==> src/rtl/csem_pkg.sv <==
// Package: types, codes and defaults of the counting semaphore table unit
`default_nettype none
package csem_pkg;

  localparam int NUM_SEMS_DEF    = 16;
  localparam int QUEUE_DEPTH_DEF = 8;
  localparam int PID_BITS_DEF    = 8;
  localparam int CNT_W           = 16;
  localparam logic [CNT_W-1:0] COUNT_MAX = 16'hFFFF;

  localparam logic [2:0] REQ_INIT  = 3'd0;
  localparam logic [2:0] REQ_OPEN  = 3'd1;
  localparam logic [2:0] REQ_CLOSE = 3'd2;
  localparam logic [2:0] REQ_WAIT  = 3'd3;
  localparam logic [2:0] REQ_POST  = 3'd4;

  localparam logic [1:0] ST_OK   = 2'd0;
  localparam logic [1:0] ST_FAIL = 2'd1;
  localparam logic [1:0] ST_FULL = 2'd2;

  localparam logic [1:0] ACT_NONE  = 2'd0;
  localparam logic [1:0] ACT_BLOCK = 2'd1;
  localparam logic [1:0] ACT_WAKE  = 2'd2;

  typedef struct packed {
    logic [2:0]  req_type;
    logic [3:0]  sem_index;
    logic [15:0] initial_count;
    logic [7:0]  caller_pid;
  } in_item_t;

  typedef struct packed {
    logic [1:0] status;
    logic [1:0] action;
    logic [7:0] woken_pid;
    logic       last;
  } out_item_t;

  typedef enum logic [2:0] {
    S_IDLE,
    S_EXEC,
    S_POP_RD,
    S_POP,
    S_OUT
  } state_t;

endpackage
`default_nettype wire

==> src/rtl/counting_semaphore_table_unit.sv <==
// Top level: counting semaphore table with per-entry FIFO wait queues
//
// Input channel in_valid/in_ready/in_data carries one request item (init,
// open, close, wait or post on one table entry). Result channel
// out_valid/out_ready/out_data returns one result item per request, or one
// per woken waiter for a close; the final result of a request has last set.
// One request is handled at a time: in_ready is high only while idle.
// A request without a queue pop reads its table entry at the accepting
// edge, then evaluates into the output register; a post or close that pops
// a waiter first reads the waiter store and then pops it into the output
// register. A close with waiters repeats that pop loop, one wake per pass
// through the single waiter store read port.
// A stalled receiver holds the result in the output register and the
// block waits; nothing is lost or repeated.
// Reset clears all entry valid bits and returns to idle; count, queue and
// waiter stores are written by init and wait before they are read.
`default_nettype none
module counting_semaphore_table_unit #(
  parameter int NUM_SEMS    = csem_pkg::NUM_SEMS_DEF,
  parameter int QUEUE_DEPTH = csem_pkg::QUEUE_DEPTH_DEF,
  parameter int PID_BITS    = csem_pkg::PID_BITS_DEF
) (
  input  wire                 clk,
  input  wire                 rst_n,
  input  wire                 in_valid,
  output logic                in_ready,
  input  csem_pkg::in_item_t  in_data,
  output logic                out_valid,
  input  wire                 out_ready,
  output csem_pkg::out_item_t out_data
);
  import csem_pkg::*;

  localparam int SEM_W   = (NUM_SEMS > 1) ? $clog2(NUM_SEMS) : 1;
  localparam int HEAD_W  = (QUEUE_DEPTH > 1) ? $clog2(QUEUE_DEPTH) : 1;
  localparam int FILL_W  = $clog2(QUEUE_DEPTH + 1);
  localparam int WADDR_W = $clog2(NUM_SEMS * QUEUE_DEPTH);
  localparam int TW      = CNT_W + HEAD_W + FILL_W;
  localparam logic [FILL_W-1:0] QD_FILL = FILL_W'(QUEUE_DEPTH);
  localparam logic [HEAD_W-1:0] QD_LAST = HEAD_W'(QUEUE_DEPTH - 1);

  state_t              state_r, state_nxt;
  logic [NUM_SEMS-1:0] valid_r, valid_nxt;
  logic                more_r, more_nxt;

  logic [2:0]          req_r;
  logic [SEM_W-1:0]    sidx_r;
  logic                in_tbl_r;
  logic [CNT_W-1:0]    init_r;
  logic [PID_BITS-1:0] pid_r;
  logic [CNT_W-1:0]    cnt_r, cnt_nxt;
  logic [HEAD_W-1:0]   head_r, head_nxt;
  logic [FILL_W-1:0]   fill_r, fill_nxt;
  out_item_t           out_r, out_nxt;

  logic [TW-1:0]       tbl_mem [NUM_SEMS];
  logic [TW-1:0]       tbl_q;
  logic [TW-1:0]       tw_data;
  logic                tw_en;
  logic [SEM_W-1:0]    tbl_ra;

  logic [PID_BITS-1:0] wmem [NUM_SEMS*QUEUE_DEPTH];
  logic [PID_BITS-1:0] wq;
  logic                ww_en;
  logic [WADDR_W-1:0]  waddr_rd, waddr_wr;

  logic                in_acc;
  logic [SEM_W+3:0]    idx_ext;
  logic [SEM_W-1:0]    in_s;
  logic                in_tbl;
  logic [PID_BITS+7:0] pid_ext;
  logic [PID_BITS+7:0] wk_ext;

  logic [CNT_W-1:0]    cnt_q;
  logic [HEAD_W-1:0]   head_q;
  logic [FILL_W-1:0]   fill_q;
  logic [FILL_W:0]     slot_sum, slot_mod;
  logic [HEAD_W-1:0]   slot;
  logic [HEAD_W-1:0]   head_adv;
  logic [FILL_W-1:0]   fill_dec;
  logic                present;

  assign in_acc   = in_valid && in_ready;
  assign idx_ext  = {{SEM_W{1'b0}}, in_data.sem_index};
  assign in_s     = idx_ext[SEM_W-1:0];
  assign in_tbl   = 32'(in_data.sem_index) < NUM_SEMS;
  assign pid_ext  = {{PID_BITS{1'b0}}, in_data.caller_pid};
  assign wk_ext   = {8'd0, wq};

  assign cnt_q    = tbl_q[TW-1 -: CNT_W];
  assign head_q   = tbl_q[FILL_W +: HEAD_W];
  assign fill_q   = tbl_q[FILL_W-1:0];
  assign slot_sum = {1'b0, fill_q} + (FILL_W+1)'(head_q);
  assign slot_mod = (slot_sum >= (FILL_W+1)'(QUEUE_DEPTH)) ?
                    slot_sum - (FILL_W+1)'(QUEUE_DEPTH) : slot_sum;
  assign slot     = slot_mod[HEAD_W-1:0];
  assign head_adv = (head_r == QD_LAST) ? '0 : head_r + HEAD_W'(1);
  assign fill_dec = fill_r - FILL_W'(1);
  assign present  = in_tbl_r && valid_r[sidx_r];

  assign tbl_ra   = (state_r == S_IDLE) ? in_s : sidx_r;
  assign waddr_rd = WADDR_W'(int'(sidx_r) * QUEUE_DEPTH + int'(head_r));
  assign waddr_wr = WADDR_W'(int'(sidx_r) * QUEUE_DEPTH + int'(slot));

  assign in_ready  = (state_r == S_IDLE);
  assign out_valid = (state_r == S_OUT);
  assign out_data  = out_r;

  always_ff @(posedge clk) begin
    if (!rst_n) begin
      state_r <= S_IDLE;
      valid_r <= '0;
      more_r  <= 1'b0;
    end else begin
      state_r <= state_nxt;
      valid_r <= valid_nxt;
      more_r  <= more_nxt;
    end
  end

  always_ff @(posedge clk) begin
    if (in_acc) begin
      req_r    <= in_data.req_type;
      sidx_r   <= in_s;
      in_tbl_r <= in_tbl;
      init_r   <= in_data.initial_count;
      pid_r    <= pid_ext[PID_BITS-1:0];
    end
    cnt_r  <= cnt_nxt;
    head_r <= head_nxt;
    fill_r <= fill_nxt;
    out_r  <= out_nxt;
  end

  always_ff @(posedge clk) begin
    if (tw_en) begin
      tbl_mem[sidx_r] <= tw_data;
    end
    tbl_q <= tbl_mem[tbl_ra];
  end

  always_ff @(posedge clk) begin
    if (ww_en) begin
      wmem[waddr_wr] <= pid_r;
    end
    wq <= wmem[waddr_rd];
  end

  always_comb begin
    state_nxt = state_r;
    valid_nxt = valid_r;
    more_nxt  = more_r;
    cnt_nxt   = cnt_r;
    head_nxt  = head_r;
    fill_nxt  = fill_r;
    out_nxt   = out_r;
    tw_en     = 1'b0;
    tw_data   = {cnt_r, head_r, fill_r};
    ww_en     = 1'b0;
    case (state_r)
      S_IDLE: begin
        if (in_acc) begin
          state_nxt = S_EXEC;
        end
      end
      S_EXEC: begin
        cnt_nxt           = cnt_q;
        head_nxt          = head_q;
        fill_nxt          = fill_q;
        more_nxt          = 1'b0;
        out_nxt.status    = ST_FAIL;
        out_nxt.action    = ACT_NONE;
        out_nxt.woken_pid = '0;
        out_nxt.last      = 1'b1;
        state_nxt         = S_OUT;
        case (req_r)
          REQ_INIT: begin
            if (in_tbl_r && !present) begin
              valid_nxt[sidx_r] = 1'b1;
              tw_en             = 1'b1;
              tw_data           = {init_r, {HEAD_W{1'b0}}, {FILL_W{1'b0}}};
              out_nxt.status    = ST_OK;
            end
          end
          REQ_OPEN: begin
            if (present) begin
              out_nxt.status = ST_OK;
            end
          end
          REQ_CLOSE: begin
            if (present) begin
              out_nxt.status = ST_OK;
              if (fill_q == '0) begin
                valid_nxt[sidx_r] = 1'b0;
              end else begin
                state_nxt = S_POP_RD;
              end
            end
          end
          REQ_WAIT: begin
            if (present) begin
              if (cnt_q != '0) begin
                tw_en          = 1'b1;
                tw_data        = {cnt_q - CNT_W'(1), head_q, fill_q};
                out_nxt.status = ST_OK;
              end else if (fill_q == QD_FILL) begin
                out_nxt.status = ST_FULL;
              end else begin
                ww_en          = 1'b1;
                tw_en          = 1'b1;
                tw_data        = {cnt_q, head_q, fill_q + FILL_W'(1)};
                out_nxt.status = ST_OK;
                out_nxt.action = ACT_BLOCK;
              end
            end
          end
          REQ_POST: begin
            if (present) begin
              out_nxt.status = ST_OK;
              if (fill_q != '0) begin
                state_nxt = S_POP_RD;
              end else begin
                tw_en   = 1'b1;
                tw_data = {(cnt_q == COUNT_MAX) ? cnt_q : cnt_q + CNT_W'(1),
                           head_q, fill_q};
              end
            end
          end
          default: begin
            out_nxt.status = ST_FAIL;
          end
        endcase
      end
      S_POP_RD: begin
        state_nxt = S_POP;
      end
      S_POP: begin
        head_nxt          = head_adv;
        fill_nxt          = fill_dec;
        tw_en             = 1'b1;
        tw_data           = {cnt_r, head_adv, fill_dec};
        out_nxt.status    = ST_OK;
        out_nxt.action    = ACT_WAKE;
        out_nxt.woken_pid = wk_ext[7:0];
        out_nxt.last      = (req_r != REQ_CLOSE) || (fill_dec == '0);
        more_nxt          = (req_r == REQ_CLOSE) && (fill_dec != '0);
        if ((req_r == REQ_CLOSE) && (fill_dec == '0)) begin
          valid_nxt[sidx_r] = 1'b0;
        end
        state_nxt = S_OUT;
      end
      S_OUT: begin
        if (out_ready) begin
          state_nxt = more_r ? S_POP_RD : S_IDLE;
        end
      end
      default: begin
        state_nxt = S_IDLE;
      end
    endcase
  end

endmodule
`default_nettype wire

==> config.mk <==
export PLATFORM = sky130hd
export DESIGN_NAME = counting_semaphore_table_unit
export DESIGN_NICKNAME = d
export VERILOG_FILES = /design/src/rtl/csem_pkg.sv /design/src/rtl/counting_semaphore_table_unit.sv
export SDC_FILE = /design/constraint.sdc
export NUM_CORES = 2
export LEC_CHECK = 0
export BUFFER_PORTS_ARGS = -buffer_cell sky130_fd_sc_hd__clkbuf_2
export CELL_PAD_IN_SITES_DETAIL_PLACEMENT = 0
export CELL_PAD_IN_SITES_GLOBAL_PLACEMENT = 1
export CORE_MARGIN = 2
export CORE_UTILIZATION = 50
export CTS_BUF_LIST = sky130_fd_sc_hd__clkbuf_4 sky130_fd_sc_hd__clkbuf_8
export CTS_CLUSTER_SIZE = 20
export DETAILED_ROUTE_END_ITERATION = 8
export PLACE_DENSITY = 0.83
export SLEW_MARGIN = 20
export SYNTH_ARGS = -nofsm -noshare
export SYNTH_HDL_FRONTEND = slang
export SYNTH_SLANG_ARGS = --single-unit
export TNS_END_PERCENT = 10
==> constraint.sdc <==
create_clock -name clk -period 5.13 [get_ports clk]
set_clock_uncertainty 0.05 [all_clocks]
set_input_delay 0.2565 -clock clk [delete_from_list [all_inputs] [get_ports clk]]
set_output_delay 0.2565 -clock clk [all_outputs]
set_load 0.01 [all_outputs]
==> metrics.md <==
| Metric | Value |
|---|---|
| Hold Violations, Final | `0` |
| Setup Buffers After CTS | `0` |
| Ports | `50` |
| Area of the multi-input gates | `13870 sq um` |
| Full die area | `121700 sq um` |
| Longest Clk Path Bufs | `3` |
| Initial antenna violation count | `6` |
| Number of detailed-route iterations in the first pass | `7` |
| Vias per std cell | `6.232` |
| Die width | `348.9 microns` |
| Cell Rows | `126` |
| Sequential-to-total area share from yosys stat | `75.39%` |
| DR WL/cell | `28.14 microns` |
| P&R area growth vs syn | `12.45%` |
| Htree depth | `4` |
| Ratio of cells with drive above 1 in the final layout | `28.04%` |
| Most common cell after layout, fill and taps aside | `edfxtp_1` |
| Arrival time at the worst endpoint | `4.82 ns` |
| Netlist cell types | `74` |
| Fmax achieved | `0.2300 GHz` |
| Final setup fails | `0` |
| Min-Delay Path Class | `input port to register` |
| Routability cong. | `0.9141` |
| Ys async rst share | `0%` |
| Via Count | `30578` |
| Final Max Slew Viols | `0` |
| DRT antenna net count | `0` |
| Worst slew pin tran | `1.140 ns` |
| Syn_nets | `2999` |
| Number of synthesized flops with an enable pin | `1459` |
| Relative slew slack | `23.83%` |
| Global-route wire length before repair | `204.8 mm` |
| Leak | `21.06 nW` |
| Worst path required time | `5.60 ns` |
| Max VDD drop | `0.3501 mV` |
| Register bit count reported by yosys | `1510` |
| Crit share post-route | `84.74%` |
| Clk_lat worst skew | `0.92 ns` |
| Syn Inst Count | `2954` |
| Die height | `348.9 microns` |
| CTS clk-pin slew, worst paths | `0.08 ns` |
| Mapped cell area | `59470 sq um` |
| Hold_ws | `0.1703 ns` |
| Nature of the critical path endpoint | `register` |
| Power Density | `383.9 nW/um^2` |
| WL final | `138.1 mm` |
| Max cap viols | `0` |
| Largest net degree at the start of global routing | `129` |
| Post-layout net count | `3224` |
| Core outline area | `118100 sq um` |
| Number of global-route vias before repair | `31214` |
| Most frequent cells in the layout | `edfxtp_1 (1459), mux4_2 (374), clkbuf_8 (225)` |
| Syn Area/Cell | `20.13 sq um` |
| Worst-path fanout max | `16` |
| CTS Sinks | `1510` |
| Port Buf Inserts | `49` |
| Fillcell total | `8362` |
| CTS buffer count | `219` |
| YS warnings | `0` |
| Dominant synthesized flop cell | `edfxtp_1` |
| Startpoint types | `register` |
| Sequential cell area | `44830 sq um` |
| DRC viols | `0` |
| CTS Root Cell | `clkbuf_8` |
| Initial Util | `50.36%` |
| GRT Total Usage | `22.83%` |
| DP HPWL | `82.29 mm` |
| CTS tree | `done` |
| RSZ-0062 raised after global routing | `false` |
| Total gr overflow | `0` |
| Post-layout min period | `4.347 ns` |
| Crit path kind | `register to register` |
| Outcome | `finished, final reports clean` |
| Sum of negative setup slack | `0 ns` |
| 1st-iter DRT viols | `3557` |
## per-stage QoR
step	setup WS [ns]	power [mW]	util, %	instance area, sq um	instances
finish	0.7827	25.68	56.63	66870	4907
global route	0.6031	26.47	56.63	66870	4906
CTS	0.8464	25.81	56.60	66840	4903
detailed placement	0.8858	16.07	52.22	61660	4431
global placement	0.9830	16.02	52.22	61660	4431
floorplan	1.567	15.39	-	59470	2954
## metal layers
layer / track usage (%) / vias to the layer above / routed length (microns)
li1: - / 12726 / -
met1: 29.90 / 15918 / 52120
met2: 38.35 / 1670 / 70250
met3: 4.577 / 260 / 11540
met4: 7.952 / 4 / 4140
met5: 0 / - / 22
## sequential cells by signal, summed over array words and instances, names as in the netlist, named ones only
register  flops
head_r        3
cnt_r        16
wq            8
out_data     13
fill_r        4
state_r       3
init_r       16
more_r        1
tbl_mem     368
tbl_q        23
sidx_r        4
wmem       1024
pid_r         8
req_r         3
## repair_timing
action,4_1_cts,5_1_grt
endpoints found under the setup margin,0,0
endpoints found under the hold margin,55,0
gates resized for setup,0,0
hold buffers,63,0
## kinds of logic (layout without fill, tap and decap cells)
group	count (synthesis)	after routing	share of synthesized area, %
flops	1510	1510	75.39
simple gates	492	492	3.970
mux	427	427	15.09
compound gates	288	288	3.543
buf+inv	207	620	1.496
xor+xnor	20	20	0.2945
fa+ha+maj	10	10	0.2230
other cells	0	4	0
## path summary, 6_finish.rpt
path                    startpoint                   endpoint  slack, ns  cells after the start
setup / recovery  tbl_q[7]$_DFF_P_      wmem[72][2]$_DFFE_PP_       0.78                      9
hold / removal         in_data[25]        sidx_r[1]$_DFFE_PP_       0.17                      2
setup reg to reg  tbl_q[7]$_DFF_P_      wmem[72][2]$_DFFE_PP_       0.78                      9
hold reg to reg      wq[0]$_DFF_P_  out_data[1]$_SDFFCE_PN0N_       0.48                      1
## worst max-delay path, stage by stage, from the launching register on
cell and delay, ns:
dfxtp_1 0.41, inv_1 0.10, ha_1 0.18, or3b_1 0.47, nor4_2 0.31, buf_4 0.22, nand2_1 0.20, nor3_4 0.46
nand4b_4 0.66, nor2_1 0.85
## synthesized netlist by cell type, types with 4 or more instances
| library cell | n | share of area [%] |
|---|---|---|
| a211oi_1 | 28 | 0.35 |
| a21boi_0 | 4 | 0.050 |
| a21o_1 | 6 | 0.076 |
| a21oi_1 | 31 | 0.26 |
| a221o_1 | 6 | 0.10 |
| a221oi_1 | 17 | 0.25 |
| a22oi_1 | 54 | 0.68 |
| a31oi_1 | 27 | 0.28 |
| and2_1 | 32 | 0.34 |
| and3_1 | 13 | 0.14 |
| buf_1 | 16 | 0.10 |
| buf_2 | 54 | 0.45 |
| buf_4 | 4 | 0.050 |
| buf_6 | 4 | 0.076 |
| clkbuf_1 | 113 | 0.71 |
| dfxtp_1 | 51 | 1.7 |
| edfxtp_1 | 1459 | 74 |
| ha_1 | 9 | 0.19 |
| inv_1 | 16 | 0.10 |
| mux2_2 | 15 | 0.28 |
| mux2i_1 | 38 | 0.64 |
| mux4_2 | 374 | 14 |
| nand2_1 | 130 | 0.82 |
| nand2b_1 | 5 | 0.053 |
| nand3_1 | 26 | 0.22 |
| nand3b_1 | 4 | 0.050 |
| nand4_1 | 13 | 0.14 |
| nor2_1 | 201 | 1.3 |
| nor2b_1 | 13 | 0.14 |
| nor3_1 | 15 | 0.13 |
| nor4_1 | 8 | 0.084 |
| o211ai_1 | 24 | 0.30 |
| o21ai_0 | 27 | 0.23 |
| o21ai_1 | 5 | 0.042 |
| o221a_2 | 16 | 0.30 |
| o22ai_1 | 15 | 0.16 |
| or3_1 | 4 | 0.042 |
| xnor2_1 | 13 | 0.19 |
| xor2_1 | 7 | 0.10 |
## report_power, final
part	internal, mW	leakage (nW)	total (mW)	switching [mW]
clock	5.25	2.40	9.83	4.57
combinational	0.781	5.09	2.00	1.22
sequential	13.7	13.6	13.9	0.140
total	19.7	21.1	25.7	5.93
## cell type report
| type | count | share of cell area, % |
|---|---|---|
| flip-flops and latches | 1510 | 67.04 |
| multi-input cells | 1237 | 20.74 |
| clock buffers | 298 | 5.450 |
| well taps | 1536 | 2.874 |
| repair buffers | 195 | 2.447 |
| clock inverters | 111 | 1.343 |
| inverters | 16 | 0.08981 |
| diodes | 4 | 0.01497 |
Power figures use the tool's default switching activity.
